$ cat src/rtl/sadf_pkg.sv
// Package for the sensor advertising frame filter.
// Shared types and fixed constants; no dependencies.
package sadf_pkg;

	localparam int CFG_IDX_W  = 1;
	localparam int CFG_DATA_W = 16;

	localparam logic [CFG_IDX_W-1:0] REG_FRAME_TYPE = 1'b0;
	localparam logic [CFG_IDX_W-1:0] REG_SIGNATURE  = 1'b1;

	localparam logic [7:0]  TYPE_RESET = 8'hFF;
	localparam logic [15:0] SIG_RESET  = 16'hAA55;
	localparam logic [7:0]  CRC_INIT   = 8'hFF;
	localparam logic [7:0]  CRC_POLY   = 8'h31;
	localparam logic [5:0]  COUNT_MAX  = 6'd63;

	// One finished frame handed from the front part to the emitter.
	typedef struct packed {
		logic [7:0] crc;
		logic       bank;
	} job_t;

endpackage

$ cat src/rtl/sensor_advert_frame_filter.sv
// Top level of the sensor advertising frame filter.
// Instantiates sadf_front, sadf_back and sadf_ram; uses sadf_pkg.

// The filter takes an advertising record one byte per transaction on the
// slave stream, with tlast on the final byte and tuser set when the record came
// as a non-connectable event. A record is a sensor frame when it is exactly
// 2 + 10 + 2*PM_COUNT bytes long, its length byte is one more than the payload
// length, its type byte equals the frame_type register and its first payload
// word (little-endian) equals the signature register. CRC-8 (polynomial 0x31,
// start 0xFF, MSB first) runs over the payload. A frame whose CRC differs from
// the last reported one is sent out as 4 + PM_COUNT transactions on the master
// stream, one per measurement word, each carrying the frame CRC, with tlast on
// the final word; a repeated CRC, or a record without tuser, sends nothing.
// Record bytes are taken at one per cycle. The final byte of a record is held
// off only while the emitter is still sending the previous frame, because the
// emitter owns the reported CRC and one of the two word banks until it is done.
// The emitter reads the word RAM through its registered port, fetching each
// word in its FETCH state and loading it into the output register in its LOAD
// state, and it is free again from the cycle in which the final word is offered.
// Configuration writes are taken in any cycle and should be made while the
// block is idle.
module sensor_advert_frame_filter import sadf_pkg::*; #(
	parameter int PM_COUNT = 9
) (
	input  logic                  clk,
	input  logic                  arst_n,
	// Configuration: index 0 frame_type, index 1 signature.
	input  logic                  cfg_we,
	input  logic [CFG_IDX_W-1:0]  cfg_index,
	input  logic [CFG_DATA_W-1:0] cfg_wdata,
	input  logic                  s_tvalid,
	output logic                  s_tready,
	input  logic [7:0]            s_tdata,   // [7:0] data_byte
	input  logic                  s_tlast,   // record_last
	input  logic                  s_tuser,   // nonconn_event
	output logic                  m_tvalid,
	input  logic                  m_tready,
	output logic [31:0]           m_tdata,   // [3:0] field_index, [19:4] field_value,
	                                         // [27:20] frame_crc, [31:28] zero
	output logic                  m_tlast    // last_of_frame
);

	localparam int WORDS = 4 + PM_COUNT;
	localparam int DEPTH = 2 * WORDS;
	localparam int AW    = $clog2(DEPTH);

	logic          push;
	logic          busy;
	job_t          job;
	logic          ram_we;
	logic [AW-1:0] ram_waddr;
	logic [15:0]   ram_wdata;
	logic [AW-1:0] ram_raddr;
	logic [15:0]   ram_rdata;
	logic [3:0]    field_index;
	logic [15:0]   field_value;
	logic [7:0]    frame_crc;

	sadf_front #(.PM_COUNT(PM_COUNT), .AW(AW)) u_front (
		.clk        (clk),
		.arst_n     (arst_n),
		.cfg_we     (cfg_we),
		.cfg_index  (cfg_index),
		.cfg_wdata  (cfg_wdata),
		.in_valid   (s_tvalid),
		.in_ready   (s_tready),
		.in_byte    (s_tdata),
		.in_last    (s_tlast),
		.in_nonconn (s_tuser),
		.busy       (busy),
		.push       (push),
		.job        (job),
		.ram_we     (ram_we),
		.ram_waddr  (ram_waddr),
		.ram_wdata  (ram_wdata)
	);

	// Two banks of measurement words: the front fills one while the
	// emitter reads the other.
	sadf_ram #(.WIDTH(16), .DEPTH(DEPTH), .AW(AW)) u_words (
		.clk   (clk),
		.we    (ram_we),
		.waddr (ram_waddr),
		.wdata (ram_wdata),
		.raddr (ram_raddr),
		.rdata (ram_rdata)
	);

	sadf_back #(.PM_COUNT(PM_COUNT), .AW(AW)) u_back (
		.clk       (clk),
		.arst_n    (arst_n),
		.push      (push),
		.job       (job),
		.busy      (busy),
		.ram_raddr (ram_raddr),
		.ram_rdata (ram_rdata),
		.out_valid (m_tvalid),
		.out_ready (m_tready),
		.out_index (field_index),
		.out_value (field_value),
		.out_crc   (frame_crc),
		.out_last  (m_tlast)
	);

	assign m_tdata = {4'd0, frame_crc, field_value, field_index};

`ifndef SYNTHESIS
	// A new frame is never handed over while the emitter still owns one.
	assert property (@(posedge clk) disable iff (!arst_n) push |-> !busy)
		else $error("frame handed to emitter while busy");

	// A handed-over frame keeps the emitter busy in the next cycle.
	assert property (@(posedge clk) disable iff (!arst_n) push |=> busy)
		else $error("emitter lost a frame");

	// Only the final byte of a record is ever held off.
	assert property (@(posedge clk) disable iff (!arst_n) !s_tready |-> s_tlast)
		else $error("non-final record byte stalled");

	// The word that closes a frame is always the last measurement word.
	assert property (@(posedge clk) disable iff (!arst_n)
		(m_tvalid && m_tlast) |-> (m_tdata[3:0] == 4'(WORDS - 1)))
		else $error("frame closed on wrong word");
`endif

endmodule

$ cat src/rtl/sadf_ram.sv
// Generic single-port-write, single-port-read RAM with registered read data.
// No dependencies.
module sadf_ram #(
	parameter int WIDTH = 16,
	parameter int DEPTH = 26,
	parameter int AW    = 5
) (
	input  logic             clk,
	input  logic             we,
	input  logic [AW-1:0]    waddr,
	input  logic [WIDTH-1:0] wdata,
	input  logic [AW-1:0]    raddr,
	output logic [WIDTH-1:0] rdata
);

	logic [WIDTH-1:0] mem_q [DEPTH];

	always_ff @(posedge clk) begin
		if (we) begin
			mem_q[waddr] <= wdata;
		end
		rdata <= mem_q[raddr];
	end

endmodule

$ cat src/rtl/sadf_front.sv
// Front part of the frame filter: takes record bytes, checks the frame,
// runs the CRC and writes measurement words into the word RAM. Uses sadf_pkg.
module sadf_front import sadf_pkg::*; #(
	parameter int PM_COUNT = 9,
	parameter int AW       = 5
) (
	input  logic                  clk,
	input  logic                  arst_n,
	input  logic                  cfg_we,
	input  logic [CFG_IDX_W-1:0]  cfg_index,
	input  logic [CFG_DATA_W-1:0] cfg_wdata,
	input  logic                  in_valid,
	output logic                  in_ready,
	input  logic [7:0]            in_byte,
	input  logic                  in_last,
	input  logic                  in_nonconn,
	input  logic                  busy,
	output logic                  push,
	output job_t                  job,
	output logic                  ram_we,
	output logic [AW-1:0]         ram_waddr,
	output logic [15:0]           ram_wdata
);

	localparam int WORDS   = 4 + PM_COUNT;
	localparam int PAY_LEN = 10 + 2 * PM_COUNT;
	localparam int REC_LEN = PAY_LEN + 2;
	localparam int IW      = $clog2(WORDS);

	function automatic logic [7:0] crc8_byte(input logic [7:0] crc, input logic [7:0] b);
		logic [7:0] c;
		c = crc ^ b;
		for (int k = 0; k < 8; k++) begin
			c = c[7] ? ((c << 1) ^ CRC_POLY) : (c << 1);
		end
		return c;
	endfunction

	logic [7:0]  frame_type_q;
	logic [15:0] signature_q;
	logic [5:0]  byte_count_q;
	logic [7:0]  running_crc_q;
	logic        record_ok_q;
	logic [7:0]  low_byte_q;
	logic [7:0]  reported_crc_q;
	logic        bank_q;

	logic [5:0]    count_nx;
	logic [7:0]    crc_nx;
	logic          ok_nx;
	logic [7:0]    low_nx;
	logic          word_we;
	logic [IW-1:0] word_idx;
	logic [5:0]    off;
	logic [4:0]    word_no;
	logic          take;
	logic          emit;

	always_comb begin
		ok_nx    = record_ok_q;
		crc_nx   = running_crc_q;
		low_nx   = low_byte_q;
		word_we  = 1'b0;
		word_idx = '0;
		off      = byte_count_q - 6'd2;
		word_no  = off[5:1];
		if (byte_count_q == 6'd0) begin
			if (in_byte != 8'(PAY_LEN + 1)) ok_nx = 1'b0;
		end else if (byte_count_q == 6'd1) begin
			if (in_byte != frame_type_q) ok_nx = 1'b0;
		end else if (byte_count_q < 6'(REC_LEN)) begin
			crc_nx = crc8_byte(running_crc_q, in_byte);
			if (!off[0]) begin
				low_nx = in_byte;
			end else if (word_no == 5'd0) begin
				if ({in_byte, low_byte_q} != signature_q) ok_nx = 1'b0;
			end else if (word_no <= 5'(WORDS)) begin
				word_we  = 1'b1;
				word_idx = IW'(word_no - 5'd1);
			end
		end else begin
			ok_nx = 1'b0;
		end
		count_nx = (byte_count_q == COUNT_MAX) ? COUNT_MAX : byte_count_q + 6'd1;
	end

	// A final byte waits while the emitter still owns a frame, so the
	// reported CRC and the bank swap stay in step with emission.
	assign in_ready = !(in_last && busy);
	assign take     = in_valid && in_ready;
	assign emit     = in_last && ok_nx && in_nonconn && (count_nx == 6'(REC_LEN))
		&& (crc_nx != reported_crc_q);
	assign push     = take && emit;

	assign job.crc   = crc_nx;
	assign job.bank  = bank_q;
	assign ram_we    = take && word_we;
	assign ram_waddr = bank_q ? AW'(WORDS) + AW'(word_idx) : AW'(word_idx);
	assign ram_wdata = {in_byte, low_byte_q};

	always_ff @(posedge clk or negedge arst_n) begin
		if (!arst_n) begin
			frame_type_q   <= TYPE_RESET;
			signature_q    <= SIG_RESET;
			byte_count_q   <= '0;
			running_crc_q  <= CRC_INIT;
			record_ok_q    <= 1'b1;
			low_byte_q     <= '0;
			reported_crc_q <= CRC_INIT;
			bank_q         <= 1'b0;
		end else begin
			if (cfg_we) begin
				if (cfg_index == REG_FRAME_TYPE) frame_type_q <= cfg_wdata[7:0];
				if (cfg_index == REG_SIGNATURE)  signature_q  <= cfg_wdata;
			end
			if (take) begin
				if (in_last) begin
					byte_count_q  <= '0;
					running_crc_q <= CRC_INIT;
					record_ok_q   <= 1'b1;
					low_byte_q    <= '0;
				end else begin
					byte_count_q  <= count_nx;
					running_crc_q <= crc_nx;
					record_ok_q   <= ok_nx;
					low_byte_q    <= low_nx;
				end
			end
			if (push) begin
				reported_crc_q <= crc_nx;
				bank_q         <= !bank_q;
			end
		end
	end

endmodule

$ cat src/rtl/sadf_back.sv
// Back part of the frame filter: a one-entry job queue and the emitter that
// reads the stored words of a frame and sends them out. Uses sadf_pkg.
module sadf_back import sadf_pkg::*; #(
	parameter int PM_COUNT = 9,
	parameter int AW       = 5
) (
	input  logic          clk,
	input  logic          arst_n,
	input  logic          push,
	input  job_t          job,
	output logic          busy,
	output logic [AW-1:0] ram_raddr,
	input  logic [15:0]   ram_rdata,
	output logic          out_valid,
	input  logic          out_ready,
	output logic [3:0]    out_index,
	output logic [15:0]   out_value,
	output logic [7:0]    out_crc,
	output logic          out_last
);

	localparam int WORDS = 4 + PM_COUNT;
	localparam int IW    = $clog2(WORDS);

	localparam logic [1:0] S_IDLE  = 2'd0;
	localparam logic [1:0] S_FETCH = 2'd1;
	localparam logic [1:0] S_LOAD  = 2'd2;

	logic          job_valid_q;
	job_t          job_q;
	job_t          active_q;
	logic [1:0]    state_q;
	logic [IW-1:0] idx_q;
	logic          out_valid_q;
	logic [3:0]    out_index_q;
	logic [15:0]   out_value_q;
	logic [7:0]    out_crc_q;
	logic          out_last_q;
	logic          out_free;
	logic          is_last_word;

	assign busy         = job_valid_q || (state_q != S_IDLE);
	assign ram_raddr    = active_q.bank ? AW'(WORDS) + AW'(idx_q) : AW'(idx_q);
	assign out_free     = !out_valid_q || out_ready;
	assign is_last_word = (idx_q == IW'(WORDS - 1));

	assign out_valid = out_valid_q;
	assign out_index = out_index_q;
	assign out_value = out_value_q;
	assign out_crc   = out_crc_q;
	assign out_last  = out_last_q;

	always_ff @(posedge clk) begin
		if (push) job_q <= job;
		if (state_q == S_IDLE && job_valid_q) active_q <= job_q;
		if (state_q == S_LOAD && out_free) begin
			out_index_q <= 4'(idx_q);
			out_value_q <= ram_rdata;
			out_crc_q   <= active_q.crc;
			out_last_q  <= is_last_word;
		end
	end

	always_ff @(posedge clk or negedge arst_n) begin
		if (!arst_n) begin
			job_valid_q <= 1'b0;
			state_q     <= S_IDLE;
			idx_q       <= '0;
			out_valid_q <= 1'b0;
		end else begin
			// A push only happens while the emitter is idle with no job queued.
			if (push) begin
				job_valid_q <= 1'b1;
			end else if (state_q == S_IDLE) begin
				job_valid_q <= 1'b0;
			end
			if (state_q == S_LOAD && out_free) begin
				out_valid_q <= 1'b1;
			end else if (out_ready) begin
				out_valid_q <= 1'b0;
			end
			unique case (state_q)
				S_IDLE: begin
					if (job_valid_q) begin
						idx_q   <= '0;
						state_q <= S_FETCH;
					end
				end
				S_FETCH: begin
					state_q <= S_LOAD;
				end
				S_LOAD: begin
					if (out_free) begin
						if (is_last_word) begin
							state_q <= S_IDLE;
						end else begin
							idx_q   <= idx_q + IW'(1);
							state_q <= S_FETCH;
						end
					end
				end
				default: begin
					state_q <= S_IDLE;
				end
			endcase
		end
	end

endmodule
$ cat config.mk
export PLATFORM = sky130hd
export DESIGN_NAME = sensor_advert_frame_filter
export DESIGN_NICKNAME = d
export VERILOG_FILES = /design/src/rtl/sadf_pkg.sv /design/src/rtl/sensor_advert_frame_filter.sv /design/src/rtl/sadf_ram.sv /design/src/rtl/sadf_front.sv /design/src/rtl/sadf_back.sv
export SDC_FILE = /design/constraint.sdc
export NUM_CORES = 1
export LEC_CHECK = 0
export BUFFER_PORTS_ARGS = -buffer_cell sky130_fd_sc_hd__buf_2
export CAP_MARGIN = 20
export CORE_ASPECT_RATIO = 1.2
export CORE_MARGIN = 1
export CORE_UTILIZATION = 62
export DETAILED_ROUTE_END_ITERATION = 6
export MAX_ROUTING_LAYER = met4
export PLACE_DENSITY = 0.8
export RECOVER_POWER = 100
export SYNTH_ARGS = -nofsm -noshare
export SYNTH_HDL_FRONTEND = slang
export SYNTH_HIERARCHICAL = 1
export SYNTH_SLANG_ARGS = --single-unit
$ cat constraint.sdc
create_clock -name clk -period 5.8 [get_ports clk]
set_input_delay 0.58 -clock clk [delete_from_list [all_inputs] [get_ports clk]]
set_output_delay 0.58 -clock clk [all_outputs]
set_load 0.005 [all_outputs]
# Word-level counts from Yosys, hierarchy flattened
# Memory sizes are Yosys's and may differ from the RTL's. A register that Yosys moved wholly into a read port is not among the register bits.
# Index checks and enable logic that the tools add are counted.
# totals
mem_count	1
regBits	111
elab_cells	139
ram_bits	416
# mem_list
memory	words	width	read_ports	rd_clocked_by_memory_dff	wr	line	source
u_words.mem_q	26	16	1	1	1	sadf_ram.sv:16	logic [WIDTH-1:0] mem_q [DEPTH];
# op_classes
mux	56
n_eq_ne	16
n_reduce_logical	28
magnitude_cmp	2
bitwise_logic	10
add_sub_neg	6
# ops
op	n
two-way mux 8 bit	9
two-way mux 6 bit	10
two-way mux 4 bit	9
inverter 3 bit	8
two-way mux 1 bit	22
!= test 16 bit	1
!= test 8 bit	2
adder 4 x 4 -> 5 bit (first input constant)	2
logical AND 1 bit	10
two-way mux 5 bit	2
nonzero test 2 bit	5
!= test 2 bit (second input constant)	4
!= test 8 x 5 -> 1 bit (second input constant)	1
one-hot mux 4 bit (2 select lines)	1
XOR 8 bit	1
adder 6 x 1 -> 6 bit (second input constant)	1
== test 6 x 1 -> 1 bit (second input constant)	1
== test 6 x 5 -> 1 bit (second input constant)	1
== test 6 bit (second input constant)	1
logical NOT 6 bit	1
< comparator 6 x 5 -> 1 bit (second input constant)	1
one-hot mux 2 bit (3 select lines)	1
AND reduction 2 bit	3
subtractor 6 x 2 -> 6 bit (second input constant)	1
other kinds (15)	20

# Longest topological paths before layout
# Gate-level depths: netlist of run 1.
# depth
depth_word	24
depth_mapped	15
mapped_depth_nobuf	14

# Cells and area by module
# The synthesis of run 1 kept the hierarchy.
# modules_own_cells
module	cells_each	seq_area_each_um2	instances	area_each_um2
sadf_ram	810	12812.3	1	16595.9
sadf_front	372	1442.6	1	3804.9
sadf_back	99	1611.5	1	1936.9
sensor_advert_frame_filter	5	0.0	1	33.8

# Worst setup path before layout of run 1
# Ideal clock, no wire load.
# synth_path
kind	register to register
startpoint	register u_front.byte_count_q[2]
endpoint	memory u_words.mem_q[0][0], enable pin
setup_ns	0.388
n_path_buf	2
t_arrival_ns	3.948
slack_ns	1.464
required_time_ns	5.412
stages_incl_launch_ff	14
cell_sequence	dfrtp_1 -> clkbuf_1 -> inv_1 -> ha_1 -> xor2_1 -> nor4b_1 -> a31o_2 -> nor4_2 -> a21boi_0 -> ha_1 -> mux2_2 -> or3b_2 -> clkbuf_1 -> nor2_1
# synth_lines
item	line	source
from (decl)	sadf_front.sv:41	logic [5:0] byte_count_q;
from (signal assigned)	sadf_front.sv:123	byte_count_q <= count_nx;
subtractor 6 x 2 -> 6 bit	sadf_front.sv:65	off = byte_count_q - 6'd2;
subtractor 4 x 1 -> 4 bit / less-or-equal comparator 5 x 4 -> 1 bit (equally long branches)	sadf_front.sv:79, sadf_front.sv:77	
two-way mux 4 bit	sadf_front.sv:77	end else if (word_no <= 5'(WORDS)) begin
two-way mux 4 bit	sadf_front.sv:75	end else if (word_no == 5'd0) begin
two-way mux 4 bit	sadf_front.sv:73	if (!off[0]) begin
two-way mux 4 bit	sadf_front.sv:71	end else if (byte_count_q < 6'(REC_LEN)) begin
two-way mux 4 bit	sadf_front.sv:69	end else if (byte_count_q == 6'd1) begin
two-way mux 4 bit (*)	sadf_front.sv:67	if (byte_count_q == 6'd0) begin
adder 4 x 4 -> 5 bit	sadf_front.sv:98	assign ram_waddr = bank_q ? AW'(WORDS) + AW'(word_idx) : AW'(word_idx);
two-way mux 5 bit (*)	sadf_front.sv:98	
named net ram_waddr[1]	sensor_advert_frame_filter.sv:51	logic [AW-1:0] ram_waddr;
to (decl)	sadf_ram.sv:16	
# The timed path passes the listed nets; every way through them passes the cells marked *.

# Final worst setup path of run 1
# layout_path
startpoint	register u_front.byte_count_q[1]
endpoint	memory u_words.mem_q[19][1], enable pin
# layout_lines
item	line
subtractor 6 x 2 -> 6 bit	sadf_front.sv:65
subtractor 4 x 1 -> 4 bit / less-or-equal comparator 5 x 4 -> 1 bit (equally long branches)	sadf_front.sv:79, sadf_front.sv:77
two-way mux 4 bit	sadf_front.sv:77
two-way mux 4 bit	sadf_front.sv:75
two-way mux 4 bit	sadf_front.sv:73
two-way mux 4 bit	sadf_front.sv:71
two-way mux 4 bit	sadf_front.sv:69
two-way mux 4 bit (*)	sadf_front.sv:67
adder 4 x 4 -> 5 bit (*)	sadf_front.sv:98
two-way mux 5 bit (*)	sadf_front.sv:98
named net ram_waddr[4]	sensor_advert_frame_filter.sv:51
# Marked as above.

==> results of run 1 <==
where the power goes:
group,switching [mW],leakage [nW],internal (mW)
logic,2.58,2.79,1.69
clock network,1.38,0.858,2.08
registers,0.189,5.08,4.76
per-layer routing:
layer	vias to the layer above	share of wire (%)	track usage (%)
li1	5151	-	-
met1	6015	39	35.9
met2	552	51	46.3
met3	127	6.1	3.95
met4	0	4.6	12.4
met5	-	0	-
kinds of logic (layout without fill, tap and decap cells):
logic type | after synthesis | after routing | share of synthesized area, %
fa+ha+maj | 11 | 11 | 0.615
flops | 543 | 543 | 70.9
xor+xnor | 74 | 74 | 3.34
buf+inv | 97 | 218 | 2.42
other cells | 1 | 5 | 0.0168
mux | 196 | 196 | 12.8
compound gates | 143 | 143 | 4.92
simple gates | 221 | 221 | 4.99
layout make-up:
class	count	area, um2
clock inverter	28	369
timing repair buffer	112	618
fill	2199	10500
sequential	543	15900
antenna	1	2.50
inverter	15	56.3
clock buffer	63	1380
multi-input combinational	649	5950
tap	462	578
cell usage in the layout, fill, tap and decap left out, drive strengths merged, types with 25 or more instances in the layout:
cell type	instances
a22oi	40
buf	68
clkbuf	107
dfrtp	31
dfstp	33
edfxtp	463
mux2	48
mux2i	84
mux4	64
nand2	63
nand3	43
nor2	46
o21ai	25
xnor2	30
xor2	39
per-stage QoR:
stage | utilization, % | power [mW] | area, um2 | std cells
finish | 70.3 | 12.7 | 24800 | 1873
global route | 70.3 | 13.2 | 24800 | 1872
CTS | 70.8 | 12.7 | 25000 | 1868
detailed placement | 65.8 | 9.24 | 23200 | 1777
global placement | 65.8 | 9.13 | 23200 | 1776
floorplan | - | 8.03 | 22400 | 1289
final timing paths:
kind                                          from                      end  slack, ns  depth (start not counted)
hold reg to reg                   u_words/rdata[0]      u_back/out_value[0]       0.40                          0
setup / recovery           u_front/byte_count_q[1]     u_words/mem_q[19][1]       0.84                         13
min in group asynchronous                   arst_n        u_back/state_q[0]       1.30                          2
setup reg to reg           u_front/byte_count_q[1]     u_words/mem_q[19][1]       0.84                         13
hold / removal                       cfg_wdata[10]  u_front/signature_q[10]       0.23                          2
max in group asynchronous                   arst_n   u_front/signature_q[1]       2.53                          2
registers in the layout, indices dropped and copies added, names as in the netlist:
name / count
u_words/mem_q: 416
u_back/out_value: 16
u_front/signature_q: 16
u_words/rdata: 16
u_back/active_q: 9
u_back/job_q: 9
u_back/out_crc: 8
u_front/frame_type_q: 8
u_front/low_byte_q: 8
u_front/reported_crc_q: 8
u_front/running_crc_q: 8
u_front/byte_count_q: 6
u_back/idx_q: 4
u_back/out_index: 4
u_back/state_q: 2
u_back/job_valid_q: 1
u_back/out_last: 1
u_back/out_valid: 1
u_front/bank_q: 1
u_front/record_ok_q: 1
==> results.sh, run 1 <==
export IMPL_post_route_worst_setup_slack_ns=0.838
export IMPL_post_route_min_period_ns=4.96
export IMPL_yosys_top_cells_area="edfxtp_1 62%, mux4_2 6.0%, dfstp_2 3.9%"
export IMPL_syn_inst=1286
export IMPL_violations="capacitance limit, slew limit"
export IMPL_rows=75
export IMPL_cp_max_fo=22
export IMPL_cp_cell_sequence="inv_1 > ha_1 > nor2_1 > o41ai_1 > clkbuf_1 > nor4_1 > a21boi_0 > ha_1 > a21oi_1 > nor2b_1 > or3b_1 > nor2_1 > buf_4"
export IMPL_wl_um=48900
export IMPL_hold_slack_ns=0.233
export IMPL_grt_pass1_wl_um=74100
export IMPL_root_buffer="clkbuf_16"
export IMPL_timing_final_hold_violations=0
export IMPL_grt_pass1_vias=12100
export IMPL_hold_path_class="in -> reg"
export IMPL_clock_latency_ns=0.57
export IMPL_maxCapViolations=16
export IMPL_cp_data_arrival_time_ns=5.22
export IMPL_status="finished with violations"
export IMPL_tightest_slew_ns=3.48
export IMPL_htreeDepth=2
export IMPL_synthFlopType="edfxtp_1"
export IMPL_post_route_period_util_pct=85.6
export IMPL_cts_inserted_buffers=49
export IMPL_clock_path_buffers=3
export IMPL_dr_pass1_iters=5
export IMPL_skew_ns=0.0242
export IMPL_fp_coreArea_mm2=0.0353
export IMPL_critPathMaxStageDelay_ns=0.84
export IMPL_drc=0
export IMPL_rsz0062_at_grt="false"
export IMPL_viasPerCell=6.32
export IMPL_fin_nets=1413
export IMPL_worst_setup_path_type="reg -> reg"
export IMPL_synth_avg_cell_area_um2=17.4
export IMPL_wire_per_inst_um=26.1
export IMPL_cts_repair_resized=0
export IMPL_die_y_um=210
export IMPL_slew_viol_final=536
export IMPL_peakVddDrop_mv=0.330
export IMPL_die_area_mm2=0.0369
export IMPL_port_buffers=62
export IMPL_gr_usage_all_layers_pct=28.4
export IMPL_cp_slowest_cell="nor4_1"
export IMPL_cp_start_kind="flop"
export IMPL_synth_edf_count=463
export IMPL_p_leak_nw=8.73
export IMPL_syn_area_mm2=0.0224
export IMPL_yosysSeqAreaShare_pct=70.9
export IMPL_drive_gt1_share_pct=23.3
export IMPL_crit_buf_inv=3
export IMPL_overflow=0
export IMPL_drtIter0Drc=1200
export IMPL_async_flop_share_pct=11.8
export IMPL_die_x_um=175
export IMPL_hpwlAfterDp_um=29300
export IMPL_synth_largest_area_cell="edfxtp_1"
export IMPL_syn2layout_area_growth_pct=10.9
export IMPL_post_cts_setup_buffers=0
export IMPL_antenna_found_initial=0
export IMPL_fmax_ghz=0.202
export IMPL_synth_top_cell_area_share_pct=62.1
export IMPL_clk_pin_slew_ns=0.06
export IMPL_path_delay_family="simple AND/OR/NAND/NOR gates"
export IMPL_synth_warning_count=6
export IMPL_start_util_pct=63.4
export IMPL_gp_congestion=0.857
export IMPL_yosysMostFrequentCell="edfxtp_1"
export IMPL_critPathRequiredTime_ns=6.05
export IMPL_synthDistinctLibCells=78
export IMPL_cp_end_kind="flop"
export IMPL_vias=11800
export IMPL_synthTopCellsByCount="463 x edfxtp_1, 84 x mux2i_1, 63 x nand2_1, 60 x mux4_2, 46 x nor2_1"
export IMPL_p_per_area_mw_per_mm2=511
export IMPL_relSlewSlack_pct=-132
export IMPL_holdBufCountCts=0
export IMPL_finalSetupTns_ns=0
export IMPL_ant_nets=0
export IMPL_finalSetupViolations=0
export IMPL_clock_sinks=543
export IMPL_cts_tree="done"
export IMPL_synth_seq_cells=543
export IMPL_grt_max_degree=73
export IMPL_ios=67
export IMPL_place_ws_ns=1.31
Power figures use the tool's default switching activity.
==> inputs of run 2 (changes only) <==
--- a/config.mk
+++ b/config.mk
@@ -12,7 +12,7 @@
 export CORE_UTILIZATION = 62
 export DETAILED_ROUTE_END_ITERATION = 6
 export MAX_ROUTING_LAYER = met4
-export PLACE_DENSITY = 0.8
+export PLACE_DENSITY_LB_ADDON = 0.2
 export RECOVER_POWER = 100
 export SYNTH_ARGS = -nofsm -noshare
 export SYNTH_HDL_FRONTEND = slang
==> results.sh, run 2 (synthesized netlist as in run 1, its figures left out) <==
export IMPL_status="finished with violations"
export IMPL_violations="capacitance limit, slew limit"
export IMPL_fmax_ghz=0.203
export IMPL_syn2layout_area_growth_pct=10.2
export IMPL_critPathRequiredTime_ns=5.99
export IMPL_drc=0
export IMPL_p_int_mw=8.28
export IMPL_skew_ns=0.0153
export IMPL_r2r_end="u_words/mem_q[3][10]"
export IMPL_ff_latch_area_mm2=0.0159
export IMPL_port_buffers=62
export IMPL_drtIter0Drc=1142
export IMPL_gp_congestion=0.863
export IMPL_grt_pass1_vias=11500
export IMPL_crit_buf_inv=2
export IMPL_multi_input_area_mm2=0.00597
export IMPL_start_util_pct=63.4
export IMPL_antenna_found_initial=0
export IMPL_overflow=0
export IMPL_num_fill_cells=2293
export IMPL_critPathMaxStageDelay_ns=0.71
export IMPL_clock_sinks=543
export IMPL_power_frac_clock_pct=25.9
export IMPL_root_buffer="clkbuf_16"
export IMPL_cts_repair_resized=0
export IMPL_hold_path_class="in -> reg"
export IMPL_ant_nets=0
export IMPL_min_path_cells=2
export IMPL_die_y_um=210
export IMPL_maxCapViolations=12
export IMPL_hpwlAfterDp_um=28300
export IMPL_dr_pass1_iters=5
export IMPL_cp_max_fo=16
export IMPL_path_delay_family="simple AND/OR/NAND/NOR gates"
export IMPL_layout_common_cells="463 x edfxtp_1, 84 x mux2i_1, 63 x nand2_1"
export IMPL_r2r_start="u_front/byte_count_q[1]"
export IMPL_clk_pin_slew_ns=0.06
export IMPL_post_route_period_util_pct=84.8
export IMPL_grt_pass1_wl_um=69400
export IMPL_wire_per_inst_um=24.6
export IMPL_cts_tree="done"
export IMPL_cp_common_cell="ha_1"
export IMPL_viasPerCell=6.17
export IMPL_clock_latency_ns=0.57
export IMPL_p_per_area_mw_per_mm2=501
export IMPL_combinationalPowerShare_pct=34.3
export IMPL_cp_start_kind="flop"
export IMPL_peakVddDrop_mv=0.475
export IMPL_cp_end_kind="flop"
export IMPL_mostFrequentLayoutCell="edfxtp_1"
export IMPL_rrSetupSlack_ns=0.88
export IMPL_swShare_pct=33.0
export IMPL_fp_coreArea_mm2=0.0353
export IMPL_grt_max_degree=105
export IMPL_tightest_slew_ns=3.44
export IMPL_rsz0062_at_grt="false"
export IMPL_drive_gt1_share_pct=22.9
export IMPL_finalSetupTns_ns=0
export IMPL_die_area_mm2=0.0369
export IMPL_post_cts_setup_buffers=0
export IMPL_fin_nets=1409
export IMPL_gr_usage_all_layers_pct=26.5
export IMPL_htreeDepth=2
export IMPL_min_from="cfg_wdata[13]"
export IMPL_relSlewSlack_pct=-129
export IMPL_timing_final_hold_violations=0
export IMPL_holdBufCountCts=0
export IMPL_cts_inserted_buffers=50
export IMPL_r2r_cells=13
export IMPL_largest_reg_flops=416
export IMPL_rows=75
export IMPL_largest_register="u_words/mem_q"
export IMPL_post_route_worst_setup_slack_ns=0.882
export IMPL_place_ws_ns=1.46
export IMPL_clock_path_buffers=3
export IMPL_vias=11500
export IMPL_cp_slowest_cell="clkbuf_1"
export IMPL_cp_data_arrival_time_ns=5.11
export IMPL_finalSetupViolations=0
export IMPL_wl_um=45900
export IMPL_p_seq_share_pct=39.9
export IMPL_ios=67
export IMPL_die_x_um=175
export IMPL_p_sw_mw=4.07
export IMPL_post_route_min_period_ns=4.92
export IMPL_p_leak_nw=8.65
export IMPL_slew_viol_final=415
export IMPL_worstHoldEndpoint="u_front/signature_q[13]"
export IMPL_cp_cell_sequence="inv_1 > ha_1 > xor2_1 > nor4b_1 > a31o_2 > nor4_1 > a21boi_0 > ha_1 > nor2b_1 > xnor2_1 > or3_1 > nor2_1 > clkbuf_1"
export IMPL_worst_setup_path_type="reg -> reg"
## run 2: changes by cell type in the layout (fill, tap and decap cells not counted), sizes merged
cell | previous run | this run
inv | 17 | 15
bufinv | 9 | 4
clkinvlp | 2 | 0
clkbuf | 107 | 104
clkinv | 15 | 22
## run 2: cell type report
cell class                      count  area share, %
Clock buffer                       65           5.55
Multi-Input combinational cell    649           24.2
Timing Repair Buffer              107           2.35
Clock inverter                     26          0.989
Inverter                           15          0.228
Antenna cell                        1         0.0101
Sequential cell                   543           64.3
Tap cell                          462           2.34
## run 2: worst max-delay path by stage
| stage | start | end | slack, ns | cells after the start |
|---|---|---|---|---|
| after floorplan | u_front/byte_count_q[2] | u_words/mem_q[0][0] | 1.46 | 13 |
| after global placement | u_front/byte_count_q[1] | u_words/mem_q[5][10] | 1.57 | 14 |
| after detailed placement | u_front/byte_count_q[1] | u_words/mem_q[4][10] | 1.46 | 13 |
| after CTS | u_front/byte_count_q[1] | u_words/mem_q[4][10] | 1.45 | 13 |
| after global routing | u_front/byte_count_q[1] | u_words/mem_q[3][10] | 0.62 | 13 |
| final | u_front/byte_count_q[1] | u_words/mem_q[3][10] | 0.88 | 13 |
## run 2: power groups by stage
| stage | combinational, mW | sequential, mW | clock (mW) |
|---|---|---|---|
| CTS | 4.25 | 4.91 | 3.25 |
| floorplan | 3.00 | 5.03 | 0 |
| global route | 4.51 | 4.95 | 3.40 |
| detailed placement | 4.22 | 4.99 | 0 |
| global placement | 4.15 | 4.98 | 0 |
| finish | 4.23 | 4.92 | 3.20 |
## run 2: stage by stage
| stage | hold WS (ns) | power, mW | instance area, um2 | cells | utilization (%) |
|---|---|---|---|---|---|
| global placement | 0.391 | 9.13 | 23200 | 1774 | 65.7 |
| detailed placement | 0.389 | 9.21 | 23200 | 1774 | 65.7 |
| finish | 0.252 | 12.3 | 24700 | 1868 | 69.9 |
| global route | 0.228 | 12.9 | 24700 | 1867 | 69.9 |
| CTS | 0.206 | 12.4 | 24800 | 1865 | 70.3 |
| floorplan | 0.284 | 8.03 | 22400 | 1289 | - |
## run 2: layer usage
layer | vias to the layer above | wire (um) | part of all wire, % | GRT usage [%]
met5 | - | 0 | 0 | -
met4 | 0 | 1160 | 2.5 | 8.10
met3 | 81 | 3190 | 7.0 | 3.45
met2 | 470 | 23200 | 50 | 42.6
met1 | 5810 | 18400 | 40 | 35.9
li1 | 5157 | - | - | -
